$ cat src/rtl/kau_pkg.sv
// ---------------------------------------------------------------------------
// kau_pkg
// shared types and constants of the k-means assign and update block
// ---------------------------------------------------------------------------
package kau_pkg;

    localparam int KAU_MAX_CLUSTERS = 8;
    localparam int KAU_DIMENSIONS   = 4;
    localparam int KAU_MAX_POINTS   = 4096;
    localparam int KAU_COORD_BITS   = 16;

    // field widths fixed by the stream format
    localparam int IDX_W   = 12;
    localparam int DIST_W  = 34;
    localparam int CNT_W   = 13;
    localparam int CLU_W   = 3;
    localparam int IO_COORDS = 4;
    localparam int IO_COORD_W = 16;

    // operation codes
    typedef enum logic [1:0] {
        FUNC_LOAD   = 2'd0,
        FUNC_ASSIGN = 2'd1,
        FUNC_UPDATE = 2'd2,
        FUNC_NONE   = 2'd3
    } func_t;

    // register addresses
    localparam logic [1:0] REG_NUM_CLUSTERS = 2'd0;

    // one token travelling down the chain of cluster cells
    typedef struct packed {
        logic        valid;
        logic        upd;
        logic        found;
    } tok_ctl_t;

endpackage

$ cat src/rtl/kau_cell.sv
// ---------------------------------------------------------------------------
// kau_cell
// one cluster cell: holds a centroid, its sums and count, computes distance
// ---------------------------------------------------------------------------
module kau_cell #(
    parameter int DIMENSIONS = 4,
    parameter int COORD_BITS = 16,
    parameter int DIST_BITS  = 34,
    parameter int SUM_BITS   = 28,
    parameter int CNT_BITS   = 13,
    parameter int MAX_POINTS = 4096
) (
    input  logic                                     clk,
    input  logic                                     rst_n,
    input  logic                                     load,
    input  logic                                     add,
    input  logic                                     clr,
    input  logic                                     cent_we,
    input  logic signed [DIMENSIONS-1:0][COORD_BITS-1:0] cent_wd,
    input  logic signed [DIMENSIONS-1:0][COORD_BITS-1:0] point,
    output logic [DIST_BITS-1:0]                     sq_dist,
    output logic signed [DIMENSIONS-1:0][COORD_BITS-1:0] cent,
    output logic signed [DIMENSIONS-1:0][SUM_BITS-1:0]   sums,
    output logic [CNT_BITS-1:0]                      count
);
    import kau_pkg::*;

    logic signed [DIMENSIONS-1:0][COORD_BITS-1:0] cent_reg;
    logic signed [DIMENSIONS-1:0][SUM_BITS-1:0]   sum_reg;
    logic [CNT_BITS-1:0]                          cnt_reg;
    logic [DIMENSIONS-1:0][2*COORD_BITS+1:0]      sq;

    // square of one signed coordinate difference
    function automatic logic [2*COORD_BITS+1:0] sq_term(
        input logic [COORD_BITS-1:0] a,
        input logic [COORD_BITS-1:0] b
    );
        logic signed [COORD_BITS:0]     df;
        logic signed [2*COORD_BITS+1:0] pr;
        df = $signed({a[COORD_BITS-1], a}) - $signed({b[COORD_BITS-1], b});
        pr = df * df;
        return pr;
    endfunction

    // squared difference per dimension, registered before the sum
    always_ff @(posedge clk)
    begin
        for (int d = 0; d < DIMENSIONS; d++)
            sq[d] <= sq_term(point[d], cent_reg[d]);
    end

    always_comb
    begin
        sq_dist = '0;
        for (int d = 0; d < DIMENSIONS; d++)
            sq_dist = sq_dist + DIST_BITS'(sq[d]);
    end

    always_ff @(posedge clk or negedge rst_n)
    begin
        if (!rst_n)
        begin
            cent_reg <= '0;
            sum_reg  <= '0;
            cnt_reg  <= '0;
        end
        else
        begin
            if (load || cent_we)
                cent_reg <= cent_wd;
            if (clr)
            begin
                sum_reg <= '0;
                cnt_reg <= '0;
            end
            else if (add && cnt_reg < CNT_BITS'(MAX_POINTS))
            begin
                for (int d = 0; d < DIMENSIONS; d++)
                    sum_reg[d] <= sum_reg[d] + SUM_BITS'($signed(point[d]));
                cnt_reg <= cnt_reg + 1'b1;
            end
        end
    end

    assign cent  = cent_reg;
    assign sums  = sum_reg;
    assign count = cnt_reg;

endmodule

$ cat config.mk
export PLATFORM = sky130hd
export DESIGN_NAME = kau_cell
export DESIGN_NICKNAME = d
export VERILOG_FILES = /design/src/rtl/kau_pkg.sv /design/src/rtl/kau_cell.sv
export SDC_FILE = /design/constraint.sdc
export NUM_CORES = 2
export LEC_CHECK = 0
export ABC_AREA = 1
export BUFFER_PORTS_ARGS = -buffer_cell sky130_fd_sc_hd__buf_2
export CAP_MARGIN = 25
export CORE_MARGIN = 3
export CORE_UTILIZATION = 55
export CTS_BUF_LIST = sky130_fd_sc_hd__clkbuf_4 sky130_fd_sc_hd__clkbuf_8
export CTS_CLUSTER_DIAMETER = 60
export DETAILED_ROUTE_END_ITERATION = 7
export GPL_TIMING_DRIVEN = 0
export PLACE_DENSITY_LB_ADDON = 0.12
export SKIP_CTS_REPAIR_TIMING = 1
export SLEW_MARGIN = 25
export SYNTH_ARGS = -nofsm -noshare
export SYNTH_HDL_FRONTEND = slang
export SYNTH_SLANG_ARGS = --single-unit
$ cat constraint.sdc
create_clock -name clk -period 8.7 [get_ports clk]
set_input_delay 1.305 -clock clk [delete_from_list [all_inputs] [get_ports clk]]
set_output_delay 1.305 -clock clk [all_outputs]
set_load 0.01 [all_outputs]
* Word level (Yosys, flattened, before mapping)
Cells that the tools add are included. W data, S select, Z words.
Cells by class: reduce and logical (&&, ||, !) cells 3, order comparisons 1, divide/modulo/power cells 0, equality and inequality tests 0, shift operators 0, multiplexer cells 4, bitwise operators 0, multipliers 4, add/subtract/negate cells 12
Operators with widths (number):
- $mux W112 | 2
- $mul A17 B17 Y34 | 4
- $add A28 B28 Y28 | 4
- $add A34 B34 Y34 | 3
- $sub A16 B16 Y17 | 4
- $mux W13 | 2
- $add A13 B1 Y13 const B | 1
- $lt A13 B13 Y1 const B | 1
- $reduce_bool A2 Y1 | 1
- $logic_and A1 B1 Y1 | 1
- $logic_or A1 B1 Y1 | 1
Word-level totals: bits in read-only memories 0, bits in latches 0, output and inout bits 223, word-level logic and storage cells 37, memories kept 0, bits of input ports 134, register bits after elaboration 325, RAM bits 0

* Depth between registers and ports, before layout
depth after elaboration 4, gate-level depth with buffers 38, depth with buffers taken out 37

* Least setup slack after synthesis
Ideal clock, no wire load.
path kind input to register, start point input port point[32] in the netlist's numbering, end point register sq[100] in the netlist's numbering, stages on the path 31, slack 1133 ps, required time 8588 ps, setup time 112 ps, data arrival time 7455 ps, buffers on the path 1, cell sequence inv_1 > ha_1 > fa_1 > o21bai_2 > nand2_1 > nand2_1 > nand3_1 > nand3_1 > nand2_1 > inv_1 > buf_2 > nand2_1 > fa_1 > inv_1 > fa_1 > inv_1 > fa_1 > inv_1 > fa_1 > inv_1 > fa_1 > inv_1 > fa_1 > ha_1 > a21o_1 > a31oi_1 > nand2_1 > a21oi_1 > nand2_1 > nand2_1 > nand2_1
On the way: cells in the longest elaborated chain, start to end 2
Ends and longest elaborated chain:
- from (decl) | RTL line kau_cell.sv:20 | input logic signed [DIMENSIONS-1:0][COORD_BITS-1:0] point,
- $sub A16 B16 Y17 | RTL line kau_cell.sv:40 | df = $signed({a[COORD_BITS-1], a}) - $signed({b[COORD_BITS-1], b});
- $mul A17 B17 Y34 | RTL line kau_cell.sv:41 | pr = df * df;
- to (signal, indexed assignment) | RTL line kau_cell.sv:49 | sq[d] <= sq_term(point[d], cent_reg[d]);
- to (decl) | RTL line kau_cell.sv:31 | logic [DIMENSIONS-1:0][2*COORD_BITS+1:0] sq;
No other way between the ends. A chain may end at the register's enable or synchronous reset.

* Worst setup path after layout
start point input port point[32] in the netlist's numbering, end point register sq[87] in the netlist's numbering
The elaborated chain is that of the path after synthesis.

==> results.yml <==
logic_synthesis:
  synth_commonest_cells: "nand2_1 (2162), inv_1 (2049), fa_1 (1152), nor2_1 (854), ha_1 (541)"
  async_flop_share_pct: 58.9
  ys_ff_latch: 321
  ys.flop_type: "dfrtp_1"
  syn_inst: 8672
  synth_warnings: 0
  seq_area_frac_synth_pct: 11.3
  synth_top_area_share_pct: 35.3
  synth_edf_count: 0
  synth_area_leaders: "fa_1 (35%), nand2_1 (12%), inv_1 (12%), ha_1 (10%), dfrtp_1 (7.2%)"
  syn_area_per_cell_sq_um: 7.54
  synth_area_sq_mm: 0.0654
  synth.largest_area_cell: "fa_1"
  synth_cell_type_count: 47
  synth.most_common_cell: "nand2_1"
floorplanning:
  io_pins: 357
  start_util_pct: 55.9
  num_rows: 125
  fp.dieH_um: 351
  die_w_um: 351
  core_sq_mm: 0.117
  dieArea_sq_mm: 0.123
placement:
  hpwlAfterDp_mm: 177
  gp_congestion: 0.995
  portBuffers: 356
  placed_cells: 10556
  dpl_cell_area_sq_mm: 0.0692
drt:
  wl_per_cell_um: 19.1
  final_antenna_net_count: 0
  wl_mm: 204
  first_pass_iters: 6
  first_iter_violations: 4383
  via_per_inst: 5.31
  vias: 56627
  drc: 0
timing:
  period_share_pct: 96.3
  clock-skew-final_ns: 0.0788
  hold_violations: 0
  rsz0062_at_grt: "no"
  slew_violations: 0
  tightest_slew_ns: 1.10
  period_minus_slack_ns: 8.38
  final-setup-viol-count: 0
  max_freq_mhz: 119
  max-slew-margin-rel_pct: 26.7
critical_path:
  reg2reg_from: "cent[32]"
  worstSetupPathType: "input port to register"
  cp-start-kind: "input port"
  endpoint: "sq[87]"
  startpoint: "point[32]"
  required_ns: 9.29
  crit_path_end_kind: "register"
  cp_slowest_stage_delay_ns: 0.62
  arrival_ns: 8.97
  cp_max_fo: 10
  r2r-end: "sq[87]"
  r2r.worst_path.cells: 27
  r2r_setup_slack_ns: 0.54
  critPathSlowestCell: "clkbuf_1"
layout:
  insertedDiodeCount: 0
  largest_reg_flops: 132
  fin_nets: 10921
  layout-drive-gt1-share_pct: 6.46
  final_area_sq_mm: 0.0706
  fin_cells: 10664
  final_util_pct: 60.3
  fillerInstances: 11000
  synthToLayoutAreaGrowth_pct: 8.01
global_routing:
  grt_max_degree: 84
  globalRouteOverflowTotal: 0
  grt_pass1_wl_mm: 321
  grt_use_total_pct: 33.7
  antenna_found_initial: 2
  first_global_vias: 58224
clock_network:
  htreeDepth: 2
  clockBufferDepth: 3
  root_buffer: "clkbuf_8"
  clk_latency_ns: 0.77
  clock-sinks: 321
  tritoncts: "yes"
  clk_pin_slew_ns: 0.07
  cts_made_buffers: 60
min_path:
  min-delay-path-class: "input port to asynchronous set/reset pin"
outcome:
  status: "complete, no violations"
job:
  maxCapViolCount: 0
## layout by cell type (no fill, tap or decap), types with 5 or more instances in the layout
| cell | count |
|---|---|
| dfxtp_1 | 132 |
| nand3_1 | 384 |
| inv_2 | 14 |
| xnor2_1 | 46 |
| fa_1 | 1152 |
| a21o_1 | 28 |
| nand2_1 | 2161 |
| inv_1 | 2048 |
| bufinv_16 | 6 |
| and2_1 | 24 |
| buf_1 | 5 |
| clkbuf_2 | 5 |
| or2_2 | 13 |
| ha_1 | 541 |
| buf_2 | 412 |
| clkbuf_1 | 59 |
| xor2_2 | 10 |
| nand3b_1 | 23 |
| a31oi_1 | 5 |
| o21ai_0 | 196 |
| nand4_1 | 93 |
| nand2_2 | 5 |
| nor4_1 | 5 |
| inv_6 | 6 |
| nor2_1 | 853 |
| clkinv_1 | 7 |
| o21a_1 | 9 |
| clkbuf_4 | 17 |
| a22o_1 | 9 |
| xor2_1 | 118 |
| clkbuf_8 | 69 |
| dfrtp_1 | 189 |
| a21oi_1 | 364 |
| clkinv_2 | 7 |
| nor3_1 | 46 |
| o21bai_1 | 29 |
## routing by layer
metal / track usage (%) / part of all wire [%] / up-vias
met5: 0.628 / 0.058 / -
li1: - / - / 26756
met2: 55.6 / 46 / 1948
met1: 45.0 / 42 / 27571
met3: 6.29 / 7.6 / 348
met4: 11.3 / 3.8 / 4
## worst min-delay path by stage
stage	startpoint	to	slack, ns	cells after the start
2_1_floorplan	count[10]	count[10]	0.51	1
3_3_place_gp	count[10]	count[10]	0.48	1
3_5_place_dp	count[10]	count[10]	0.49	1
4_1_cts	rst_n	sums[15]	0.37	1
5_1_grt	rst_n	sums[15]	0.41	1
6_report	rst_n	sums[15]	0.42	1
## metrics by stage
step	setup slack (ns)	hold slack (ns)	TNS (ns)
finish	0.320	0.420	0
CTS	0.0921	0.367	0
global route	0.0356	0.407	0
floorplan	1.13	0.514	0
global placement	-0.752	0.484	-19.67
detailed placement	-0.710	0.490	-11.82
## area by class of cell
| class | count | area (sq um) | area share (%) |
|---|---|---|---|
| Inverter | 2070 | 7770 | 11.0 |
| Clock buffer | 86 | 1080 | 1.53 |
| Multi-Input combinational cell | 6155 | 49700 | 70.4 |
| Tap cell | 1524 | 1910 | 2.70 |
| Sequential cell | 321 | 7370 | 10.4 |
| Buffer | 127 | 558 | 0.790 |
| Timing Repair Buffer | 359 | 1870 | 2.64 |
| Clock inverter | 22 | 317 | 0.448 |
## kinds of logic after synthesis
group / synth area share [%]
compound gates: 5.44
xor+xnor: 2.48
fa+ha+maj: 45.6
buf+inv: 12.7
flops: 11.3
mux: 0.0842
other cells: 0.0115
simple gates: 22.3
## critical path, delay by kind of cell
kind                     cells  cell delay (ns)
XOR/XNOR                     1             0.60
adder cells (fa/ha/maj)      9             4.24
buffers and inverters        8             1.18
AND/OR/NAND/NOR             11             1.64
Power is not shown: default switching activity piles up to over one toggle a cycle in this logic, so the estimate is an artifact.
