`config.mk`:
```
export PLATFORM = sky130hd
export DESIGN_NAME = kau_divider
export DESIGN_NICKNAME = d
export VERILOG_FILES = /design/src/rtl/kau_pkg.sv /design/src/rtl/kau_divider.sv
export SDC_FILE = /design/constraint.sdc
export NUM_CORES = 1
export LEC_CHECK = 0
export ABC_AREA = 1
export BUFFER_PORTS_ARGS = -buffer_cell sky130_fd_sc_hd__buf_2
export CELL_PAD_IN_SITES_DETAIL_PLACEMENT = 1
export CELL_PAD_IN_SITES_GLOBAL_PLACEMENT = 1
export CORE_MARGIN = 3
export CORE_UTILIZATION = 42
export CTS_BUF_LIST = sky130_fd_sc_hd__clkbuf_4
export DETAILED_ROUTE_END_ITERATION = 7
export PLACE_DENSITY_LB_ADDON = 0.1
export SETUP_SLACK_MARGIN = 0.2
export SLEW_MARGIN = 25
export SYNTH_ARGS = -nofsm -noshare
export SYNTH_HDL_FRONTEND = slang
export SYNTH_SLANG_ARGS = --single-unit
export TNS_END_PERCENT = 100
```
`constraint.sdc`:
```
create_clock -name clk -period 2.7 [get_ports clk]
set_input_delay 0.135 -clock clk [delete_from_list [all_inputs] [get_ports clk]]
set_output_delay 0.135 -clock clk [all_outputs]
set_load 0.02 [all_outputs]
```
`src/rtl/kau_pkg.sv`:
```
// ---------------------------------------------------------------------------
// kau_pkg
// shared types and constants of the k-means assign and update block
// ---------------------------------------------------------------------------
package kau_pkg;

    localparam int KAU_MAX_CLUSTERS = 8;
    localparam int KAU_DIMENSIONS   = 4;
    localparam int KAU_MAX_POINTS   = 4096;
    localparam int KAU_COORD_BITS   = 16;

    // field widths fixed by the stream format
    localparam int IDX_W   = 12;
    localparam int DIST_W  = 34;
    localparam int CNT_W   = 13;
    localparam int CLU_W   = 3;
    localparam int IO_COORDS = 4;
    localparam int IO_COORD_W = 16;

    // operation codes
    typedef enum logic [1:0] {
        FUNC_LOAD   = 2'd0,
        FUNC_ASSIGN = 2'd1,
        FUNC_UPDATE = 2'd2,
        FUNC_NONE   = 2'd3
    } func_t;

    // register addresses
    localparam logic [1:0] REG_NUM_CLUSTERS = 2'd0;

    // one token travelling down the chain of cluster cells
    typedef struct packed {
        logic        valid;
        logic        upd;
        logic        found;
    } tok_ctl_t;

endpackage

```
`src/rtl/kau_divider.sv`:
```
// ---------------------------------------------------------------------------
// kau_divider
// restoring signed divider, one quotient bit per cycle, truncates toward zero
// ---------------------------------------------------------------------------
module kau_divider #(
    parameter int NUM_W = 32,
    parameter int DEN_W = 13
) (
    input  logic               clk,
    input  logic               rst_n,
    input  logic               start,
    input  logic signed [NUM_W-1:0] num,
    input  logic [DEN_W-1:0]   den,
    output logic               done,
    output logic signed [NUM_W-1:0] quot
);
    import kau_pkg::*;

    localparam int CW = $clog2(NUM_W + 1);

    logic [NUM_W-1:0] q_reg, q_next;
    logic [DEN_W:0]   r_reg, r_next;
    logic [DEN_W-1:0] d_reg;
    logic             neg_reg;
    logic [CW-1:0]    cnt_reg, cnt_next;
    logic             busy_reg, busy_next;
    logic             done_reg, done_next;
    logic [DEN_W+1:0] trial;
    logic [NUM_W-1:0] mag;

    assign mag = num[NUM_W-1] ? (~num + 1'b1) : num;

    always_comb
    begin
        q_next    = q_reg;
        r_next    = r_reg;
        cnt_next  = cnt_reg;
        busy_next = busy_reg;
        done_next = 1'b0;
        trial     = '0;
        if (start)
        begin
            q_next    = mag;
            r_next    = '0;
            cnt_next  = CW'(NUM_W);
            busy_next = 1'b1;
        end
        else if (busy_reg)
        begin
            trial = {r_reg, q_reg[NUM_W-1]} - {2'b00, d_reg};
            if (!trial[DEN_W+1])
            begin
                r_next = trial[DEN_W:0];
                q_next = {q_reg[NUM_W-2:0], 1'b1};
            end
            else
            begin
                r_next = {r_reg[DEN_W-1:0], q_reg[NUM_W-1]};
                q_next = {q_reg[NUM_W-2:0], 1'b0};
            end
            cnt_next = cnt_reg - 1'b1;
            if (cnt_reg == CW'(1))
            begin
                busy_next = 1'b0;
                done_next = 1'b1;
            end
        end
    end

    always_ff @(posedge clk or negedge rst_n)
    begin
        if (!rst_n)
        begin
            busy_reg <= 1'b0;
            done_reg <= 1'b0;
            cnt_reg  <= '0;
        end
        else
        begin
            busy_reg <= busy_next;
            done_reg <= done_next;
            cnt_reg  <= cnt_next;
        end
    end

    always_ff @(posedge clk)
    begin
        q_reg <= q_next;
        r_reg <= r_next;
        if (start)
        begin
            d_reg   <= den;
            neg_reg <= num[NUM_W-1];
        end
    end

    assign done = done_reg;
    assign quot = neg_reg ? $signed(~q_reg + 1'b1) : $signed(q_reg);

endmodule

```
* After elaboration in Yosys (flattened, before gate mapping) *
Index checks and enable logic that the tools add are counted.

storage, ports and cells
  register bits = 68
  logic and storage cells = 29
  input bits = 48
  output and inout bits = 33

operators by class
  mux-type cells = 14
  bitwise operators = 2
  add/sub/neg operators = 4
  equality and inequality tests = 1
  reductions and logical operators = 1

operators with widths
  operator               count
  $mux 32                4
  $add 32x1->32 const B  2
  $not 32->32            2
  $sub 15x13->15         1
  $mux 14                1
  $mux 6                 2
  $mux 1                 7
  $eq 6x1->1 const B     1
  $sub 6x1->6 const B    1
  $reduce_bool 2->1      1

* Longest topological paths before layout *
Gate-level depths: netlist of run 1.

  word-level depth = 4
  mapped depth = 14

* Worst setup path after synthesis of run 1 *
OpenSTA, ideal clock, no wires.

  kind = flip-flop to flip-flop
  start = register q_reg[31]
  end = register q_reg[0], data pin
  slack = 816 ps
  library setup time = 268 ps
  data arrival time = 1616 ps
  stages on the path, launching flop included = 12
  path through = edfxtp_1 -> inv_1 -> ha_1 -> fa_1 -> inv_1 -> nand2_1 -> nand3_2 -> nand2_2 -> nand2_1 -> nand2_1 -> nand2_1 -> o21ai_0

on the way
  longest elaborated chain between the ends = 4

ends and longest elaborated chain
  element                 RTL line           RTL
  from (decl)             kau_divider.sv:21  logic [NUM_W-1:0] q_reg, q_next;
  from (signal assigned)  kau_divider.sv:88  q_reg <= q_next;
  $sub 15x13->15          kau_divider.sv:50  trial = {r_reg, q_reg[NUM_W-1]} - {2'b00, d_reg};
  $mux 1                  kau_divider.sv:51  if (!trial[DEN_W+1])
  $mux 32                 kau_divider.sv:48  else if (busy_reg)
  $mux 32                 kau_divider.sv:41  if (start)
  named net q_next[0]     kau_divider.sv:21

The timed path passes the listed nets, and every way through them passes these cells. The select of a mux whose other input is x is not followed.
A chain may end at the register's enable or synchronous reset.

* Worst setup path after layout of run 1 *
  start = register q_reg[1]
  end = output quot[24]

on the way
  longest elaborated chain between the ends = 3

ends and longest elaborated chain
  element        RTL line           RTL
  $not 32->32    kau_divider.sv:98  assign quot = neg_reg ? $signed(~q_reg + 1'b1) : $signed(q_reg);
  $add 32x1->32  kau_divider.sv:98
  $mux 32        kau_divider.sv:98
  to (decl)      kau_divider.sv:15  output logic signed [NUM_W-1:0] quot

No other way between the ends.

==> results by stage, run 1 <==
STA:
- The post-layout minimum cycle time is 2530 ps.
- Setup repair after global routing could not meet its margin everywhere.
- The max-slew violation total from the final report is 0.
- Based on the critical path, the design can be clocked at up to 395 MHz.
- Setup violations remaining at the end of the flow were counted as 0.
- The slew of the pin with the lowest slew margin is 598 ps.
- The share of the clock period used by the worst path after layout is 0.937.
- After routing, the total negative slack on setup checks comes to 0 ps.
- The number of hold violations in the final report is 0.
- The worst pin sits at a relative slew slack of 0.601.
- The setup clock skew after layout is 16.2 ps.

Layout:
- Compared with the post-synthesis result, the final layout area differs by 22.8%.
- Across the whole layout, storage elements account for 1860 sq um.
- The fraction of final layout cells sized beyond drive strength 1 is 0.184.
- 0 antenna diodes ended up in the layout.
- The final layout contains 986 nets.
- The footprint of the multi-input gates is 3200 sq um.
- The register with the most flip-flops in the layout has 32 of them.
- The number of filler instances in the final layout is 1718.
- After routing the design area is 6700 sq um.

Clock network:
- The total number of H-tree levels is 3.
- The tree is rooted in a sky130_fd_sc_hd__clkbuf_4.
- The number of clock buffers added by TritonCTS is 9.
- Clock-pin slew was measured on the worst setup and hold paths at 120 ps.
- The TritonCTS clock tree is yes.
- The maximum count of clock buffers along a single path is 2.
- The clock drives 68 sinks.
- The clock reaches the later pin of the worst-skew pair after 440 ps.

Critical path:
- The critical path capture point is quot[24].
- The origin of the worst setup path is q_reg[1]$_DFFE_PP_.
- Along the worst path, the maximum fanout reaches 4.
- The cell count of the worst reg-to-reg path is 11.
- The critical path data arrival time is 2390 ps.
- The cell with the biggest individual delay on the critical path is sky130_fd_sc_hd__edfxtp_1.
- The critical path crosses 10 cells after its start point.
- Traced cell by cell, the critical path runs through inv_2 > ha_4 > inv_2 > nor3_4 > inv_2 > nor2_4 > nand4_1 > o211ai_1 > nand2_1 > buf_6.
- The kind of end point of the critical path is an output port.
- The endpoint of the lowest-slack register-to-register path is q_reg[0]$_DFFE_PP_.
- The worst reg-to-reg setup slack is 440 ps.
- For the worst setup path, the data required time is 2570 ps.
- The sum of buffers and inverters on the critical path is 4.
- On the worst path, the slowest cell contributes a delay of 450 ps.
- The category of the critical setup timing path is reg -> out.
- Counting stages on the worst path, the most repeated cell is sky130_fd_sc_hd__inv_2.
- The startpoint of the most critical register-to-register path is q_reg[31]$_DFFE_PP_.
- The largest delay contributor family on the critical path is simple AND/OR/NAND/NOR gates.
- The startpoint type of the worst setup path is a flop.

Synthesis:
- The share of synthesized area occupied by flip-flops and latches is 0.341.
- The post-synthesis share of cell area spent on and, or, nand and nor gates is 0.361.
- Of the post-synthesis cell area, the dominant cell type holds 0.253.
- The number of synthesized register bits is 68.
- The area fraction in compound gates after synthesis is 0.0743.
- The post-synthesis cell count is 810.
- The fraction of the mapped netlist area in adder cells is 0.0426.
- In this run the cell area of the synthesized design comes to 5460 sq um.
- The number of nets handed over by synthesis was 876.
- The mux cell area share after synthesis is 0.
- The biggest area contributor in the post-synthesis netlist is sky130_fd_sc_hd__edfxtp_1.
- Averaged over all synthesized cells, the footprint is 6.74 sq um.
- In this run, distinct cell masters in the synthesized netlist total 38.
- Of the total synthesized cell area, the portion taken by XOR and XNOR cells is 0.0754.
- The combinational family with the most area after synthesis is simple AND/OR/NAND/NOR gates.
- By area the synthesized netlist is led by sky130_fd_sc_hd__edfxtp_1, sky130_fd_sc_hd__nand2_1, sky130_fd_sc_hd__inv_1.
- Yosys printed 0 warnings.

Placement:
- The detailed-placement wirelength estimate is 14100 microns.
- The number of I/O port buffers is 80.
- The routability congestion estimate from global placement is 0.872.
- The placed instances occupy a cell area of 6050 sq um.

Power and ir drop:
- Total power for the finished layout comes to 4.66 mW.
- For this design the static power due to leakage is 3.34 nW.
- The power density over cell area is 695 nW/um^2.
- IR analysis of the VDD net gives a maximum drop of 387 uV.

Hold path:
- The class of the worst hold path is in -> async.

Floorplan:
- The floorplan die area is 14400 sq um.
- The starting utilization of the core area is 0.431.
- The die is 120 microns wide.
- The die extent in y is 120 microns.
- The core footprint is 12700 sq um.
- During I/O placement, the number of pins put on the boundary was 81.
- The floorplan has 41 rows.

Drt:
- In the final routing, the length of wire on met1 measures 8130 microns.
- After detailed routing, the total wire length is 18200 microns.
- The routed via count divided by cell count is 5.14.
- The number of design rule violations left after detail routing is 0.
- The residual antenna-violating net count after detailed routing is 0.
- The uppermost signal routing layer after detailed routing is met5.
- The first-pass iteration count of the detailed router is 4.
- The total via count in the routed design is 5644.
- The starting DRC count in detailed routing is 344.
- The wire length per cell after detailed routing is 16.6 microns.
- In the detailed route, the total length drawn on met3 is 893 microns.
- The total length of routed met2 wires is 8800 microns.

Global routing:
- The number of global-route vias before repair is 5816.
- The number of antenna violations at the first check in global routing is 1.
- The total global routing track utilization is 0.253.
- The global-route wire length before repair is 29000 microns.
- Global routing finished with a remaining overflow of 0.
- The largest net degree at the start of global routing is 46.

Outcome:
- The flow ran to the end, and the final reports show no timing, DRC or antenna violations.

Job:
- Across the run, the number of max-cap violations was 0.
-- repair_timing --
item                                   CTS  global route
setup buffers                            8             6
hold buffers                            15             0
endpoints found under the hold margin   22             0
gates resized for setup                 22            48
pin swaps                                6            18
setup endpoints to repair               19            24
-- layer usage --
layer | GRT usage | vias up
li1 | - | 2808
met1 | 0.331 | 2666
met2 | 0.429 | 134
met3 | 0.0419 | 34
met4 | 0.0795 | 2
met5 | 0 | -
-- stage by stage --
stage	util	hold WS [ps]	instances	worst slack (ps)
detailed placement	0.477	-8.40	1052	482
global route	0.529	64.7	1097	60.3
CTS	0.512	26.7	1091	139
floorplan	-	-161	810	816
global placement	0.477	-17.1	1052	609
finish	0.529	65.7	1097	171
-- power breakdown --
part           switching [mW]  internal [mW]
sequential              0.214           1.33
combinational            1.50          0.842
clock                   0.389          0.392
-- layout make-up --
cell class,count,area share
multi-input combinational,595,0.478
clock inverter,5,0.0114
timing repair buffer,119,0.118
tap,172,0.0321
clock buffer,11,0.0123
inverter,127,0.0711
sequential,68,0.278
-- cells in the mapped netlist (all sizes together) --
master	number
a21oi	11
a31oi	1
and2	4
buf	9
clkbuf	11
clkinv	2
dfrtp	8
dfxtp	14
edfxtp	46
fa	1
ha	17
inv	125
nand2	261
nand3	74
nand3b	12
nand4	15
nor2	74
nor3	9
nor4	5
o211ai	5
o21ai	50
o21bai	2
o22ai	1
o31ai	3
o41ai	1
or2	2
xnor2	10
xor2	37
-- worst min path at each step --
stage               startpoint  slack [ps]  cells after the start                      to
floorplan                rst_n        -160                      0      busy_reg$_DFF_PN0_
global placement         rst_n         -20                      1  cnt_reg[4]$_DFFE_PN0P_
detailed placement       rst_n          -8                      1  cnt_reg[4]$_DFFE_PN0P_
CTS                      rst_n          30                      2  cnt_reg[4]$_DFFE_PN0P_
global route             rst_n          60                      2  cnt_reg[4]$_DFFE_PN0P_
finish                   rst_n          70                      2  cnt_reg[4]$_DFFE_PN0P_
-- cells in the final DEF (no fill, tap or decap), types with 16 or more instances in the layout --
cell type,n
sky130_fd_sc_hd__nand2_1,246
sky130_fd_sc_hd__edfxtp_1,46
sky130_fd_sc_hd__o21ai_0,42
sky130_fd_sc_hd__nor2_1,67
sky130_fd_sc_hd__xor2_1,34
sky130_fd_sc_hd__buf_4,30
sky130_fd_sc_hd__buf_2,67
sky130_fd_sc_hd__inv_1,119
sky130_fd_sc_hd__ha_1,16
sky130_fd_sc_hd__nand3_1,68
-- worst register-to-register path: cells and delay by family (launching register included) --
kind,cells,cell delay (ps)
simple gates,6,700
fa+ha+maj,2,630
flops,1,370
buf+inv,2,200
compound gates,1,110
-- kinds of logic (layout without fill, tap and decap cells) --
group                    count (synthesis)  in the layout
AND/OR/NAND/NOR                        456            456
buffers and inverters                  147            262
AO/OA/AOI/OAI                           74             74
flip-flops                              68             68
XOR/XNOR                                47             47
adder cells (fa/ha/maj)                 18             18
Note: power is estimated with default switching activity, not from simulation.
==> run 2: changes to the inputs <==
BUFFER_PORTS_ARGS = not set   (was -buffer_cell sky130_fd_sc_hd__buf_2)
CORE_UTILIZATION = 43   (was 42)
DONT_BUFFER_PORTS = 1   (was not set)
==> run 2 against run 1 <==
Flip-flop and latch count is the same. Sequential power is essentially flat. Final cell count shrank 7.6%. Clock-buffer cell count shrank 2. Critical path depth is the same. Clock power shrank 26%. Worst hold slack lost 43 ps. Global-route usage shrank 0.74 points. Setup slack gained 18 ps. Fmax grew 0.73%. Clock skew shrank 0.90 ps. Register-to-register slack is essentially flat. Largest power group unchanged.
==> results by stage, run 2 (synthesis results as in run 1) <==
Outcome:
- The run finished with clean final reports.

STA:
- The slew of the pin with the lowest slew margin came to 757 ps (+158 ps).
- The number of hold violations in the final report is 0 (unchanged).
- The summed negative setup slack over all endpoints was 0 ps (unchanged).
- The worst slew slack as a fraction of its limit is 0.490 (-0.111).
- The setup clock skew after layout came to 15.3 ps (-0.900 ps).
- The post-layout minimum cycle time is 2510 ps (-18.4 ps).
- The share of the clock period used by the worst path after layout came to 0.930 (-0.00681).
- Setup repair after global routing could not meet its margin everywhere.
- The number of endpoints failing setup at the final stage is 0 (unchanged).
- The max-slew violation total from the final report came to 0 (unchanged).
- The peak clock frequency supported by timing came to 398 MHz (+0.73%).

Clock network:
- The number of clock sinks is 68 (unchanged).
- The clock slew seen by the registers of the worst setup and hold paths is 120 ps (about the same).
- The maximum count of clock buffers along a single path is 2 (unchanged).
- The later-pin clock latency in the skew report is 460 ps (+20 ps).
- The number of buffers created by CTS is 9 (unchanged).
- The clock tree root driver cell is sky130_fd_sc_hd__clkbuf_4.
- TritonCTS built the clock tree.
- The total number of H-tree levels is 3 (unchanged).

Drt:
- The routed via count divided by cell count came to 5.27 (+2.4%).
- The wire length per cell after detailed routing is 17.3 microns (+4.0%).
- The starting DRC count in detailed routing is 313 (-9.0%).
- The routed wire length is 17600 microns (-3.8%).
- The first-pass iteration count of the detailed router came to 4 (unchanged).
- The total via count in the routed design is 5340 (-5.4%).
- The number of design rule violations left after detail routing is 0 (unchanged).
- The residual antenna-violating net count after detailed routing was 0 (unchanged).

Global routing:
- The number of antenna violations at the first check in global routing is 0 (-1).
- The global routing stage identified its most utilized layer as met2.
- The largest net degree at the start of global routing is 39 (-15%).
- The fraction of met2 tracks used by global routing was 0.392 (-0.0367).
- The met1 usage came to 0.339 (+0.00752).
- The overall overflow remaining after global route came to 0 (unchanged).
- The total global routing track utilization is 0.246 (-0.00738).
- The global-route wire length before repair came to 27700 microns (-4.4%).
- The global-route track usage on met3 is 0.0632 (+0.0212).
- The number of global-route vias before repair is 5457 (-6.2%).

Critical path:
- The highest net fanout along the worst path came to 4 (unchanged).
- The cell repeated most along the worst path is sky130_fd_sc_hd__inv_2.
- For this design, the slowest cell found on the critical path is sky130_fd_sc_hd__edfxtp_1.
- The worst setup path is launched from a flop.
- The maximum cell stage delay along the critical path is 560 ps (+110 ps).
- The sum of buffers and inverters on the critical path is 3 (-1).
- The data required time of the critical path is 2570 ps (about the same).
- The worst setup path is captured at an output port.
- Walking the worst path, the cells encountered are inv_2 > ha_4 > inv_2 > nor3_4 > inv_2 > nor2_4 > nand4_1 > o21ai_1 > nand2_1 > nand2_2.
- The largest delay contributor family on the critical path is simple AND/OR/NAND/NOR gates.
- The category of the critical setup timing path is reg -> out.
- The critical path data arrival time is 2380 ps (about the same).

Job:
- The number of violations of the max-capacitance limit is 0 (unchanged).

Layout:
- Leaving out fill and tap cells, the most frequent cells in the layout are sky130_fd_sc_hd__nand2_1, sky130_fd_sc_hd__inv_1, sky130_fd_sc_hd__nand3_1.
- The layout-stage area growth over the synthesis result is 16.7%.
- The antenna diode instance count is 0 (unchanged).
- The most common cell after layout, fill and taps aside is sky130_fd_sc_hd__nand2_1.
- The number of filler instances in the final layout is 1614 (-6.1%).
- The core occupancy in the finished layout is 0.522 (-0.00736).
- The fraction of final layout cells sized beyond drive strength 1 was 0.0910 (-0.0928).
- The number of nets in the final layout was 907 (-8.0%).
- The number of flip-flops in the largest register is 32 (unchanged).

Floorplan:
- The placement row count came to 40 (-2.4%).
- The count of pins on the block boundary came to 81 (unchanged).
- The starting utilization of the core area was 0.447 (+0.0162).
- The core footprint is 12200 sq um (-3.6%).
- The floorplan die width is 119 microns (-1.1%).
- The floorplan die area is 14100 sq um (-2.2%).
- The die extent in y is 119 microns (-1.1%).

Power and ir drop:
- The power density over cell area is 661 nW/um^2 (-4.9%).
- The combinational fraction of design power is 0.495 (-0.007).
- The clock group share of total power is 0.137 (-0.031).
- The peak ir drop on the vdd network is 279 uV (-28%).
- The fraction of power spent switching nets was 0.474 (+0.0238).
- The net switching power figure came to 2.00 mW (-4.8%).
- The proportion of power drawn by flip-flops and latches came to 0.368 (+0.037).
- The leakage power of the design is 3.02 nW (-9.8%).
- The internal power consumption came to 2.21 mW (-14%).

Placement:
- The routability congestion estimate from global placement is 0.835 (-4.2%).
- The number of I/O port buffers is 0 (-100%).
- The detailed-placement wirelength estimate was 13400 microns (-4.9%).

Hold path:
- The class of the worst hold path is in -> reg.
-- run 2: changes by cell type in the layout (fill, tap and decap cells not counted), moves of 4 or more --
| cell | delta |
|---|---|
| sky130_fd_sc_hd__dlygate4sd3_1 | +14 |
| sky130_fd_sc_hd__nand2_2 | -5 |
| sky130_fd_sc_hd__nand3_2 | -4 |
| sky130_fd_sc_hd__xor2_1 | -10 |
| sky130_fd_sc_hd__buf_6 | -6 |
| sky130_fd_sc_hd__xor2_2 | +6 |
| sky130_fd_sc_hd__xor2_4 | +4 |
| sky130_fd_sc_hd__buf_4 | -21 |
| sky130_fd_sc_hd__buf_2 | -67 |
| sky130_fd_sc_hd__nand2_1 | +5 |
-- run 2: cell type report --
| class | count | area, sq um | share of cell area |
|---|---|---|---|
| clock inverters | 7 | 42.5 | 0.00668 |
| multi-input cells | 595 | 3320 | 0.522 |
| flip-flops and latches | 68 | 1860 | 0.292 |
| inverters | 127 | 477 | 0.0748 |
| clock buffers | 9 | 67.6 | 0.0106 |
| repair buffers | 40 | 389 | 0.0611 |
| well taps | 168 | 210 | 0.0330 |
-- run 2: timing repair --
| item | in CTS | in global routing |
|---|---|---|
| pin swaps | 10 | 10 |
| endpoints found under the setup margin | 19 | 23 |
| setup buffers | 3 | 1 |
| endpoints found under the hold margin | 60 | 8 |
| resized for setup | 44 | 13 |
| cloned | 0 | 0 |
| hold buffers | 28 | 2 |
-- run 2: worst paths after layout --
path                                       start  slack, ps                     end  depth (start not counted)
hold / removal                             start         20     q_reg[11]$_DFFE_PP_                          2
min in group asynchronous                  rst_n        530  cnt_reg[0]$_DFFE_PN0P_                          2
setup reg to reg             q_reg[31]$_DFFE_PP_        440   r_reg[7]$_SDFFE_PP0P_                         12
setup / recovery              q_reg[0]$_DFFE_PP_        190                quot[24]                         10
hold reg to reg            r_reg[0]$_SDFFE_PP0P_        490   r_reg[0]$_SDFFE_PP0P_                          2
max in group asynchronous                  rst_n       1900  cnt_reg[5]$_DFFE_PN0P_                          2
-- run 2: per-layer routing --
metal  routed length (microns)  vias up
met2                      8100      124
met1                      8260     2552
met4                       206        0
met3                       982       19
li1                          -     2645
met5                         0        -
-- run 2: power groups by stage --
stage / clock network (mW) / logic (mW) / registers (mW)
2_1_floorplan: 0 / 1.54 / 1.47
3_3_place_gp: 0 / 1.81 / 1.55
3_5_place_dp: 0 / 1.90 / 1.56
4_1_cts: 0.595 / 2.04 / 1.55
5_1_grt: 0.640 / 2.35 / 1.58
6_report: 0.575 / 2.09 / 1.55
-- run 2: metrics by stage --
| step | area, sq um | instances | power (mW) | hold WS, ps | setup WS (ps) |
|---|---|---|---|---|---|
| 3_5_place_dp | 5610 | 964 | 3.46 | -160 | 430 |
| 4_1_cts | 6260 | 1011 | 4.18 | 0.249 | 143 |
| 3_3_place_gp | 5610 | 964 | 3.36 | -160 | 557 |
| 6_report | 6370 | 1014 | 4.21 | 23.1 | 189 |
| 5_1_grt | 6370 | 1014 | 4.57 | -2.71 | 2.44 |
| 2_1_floorplan | 5460 | 810 | 3.01 | -161 | 816 |
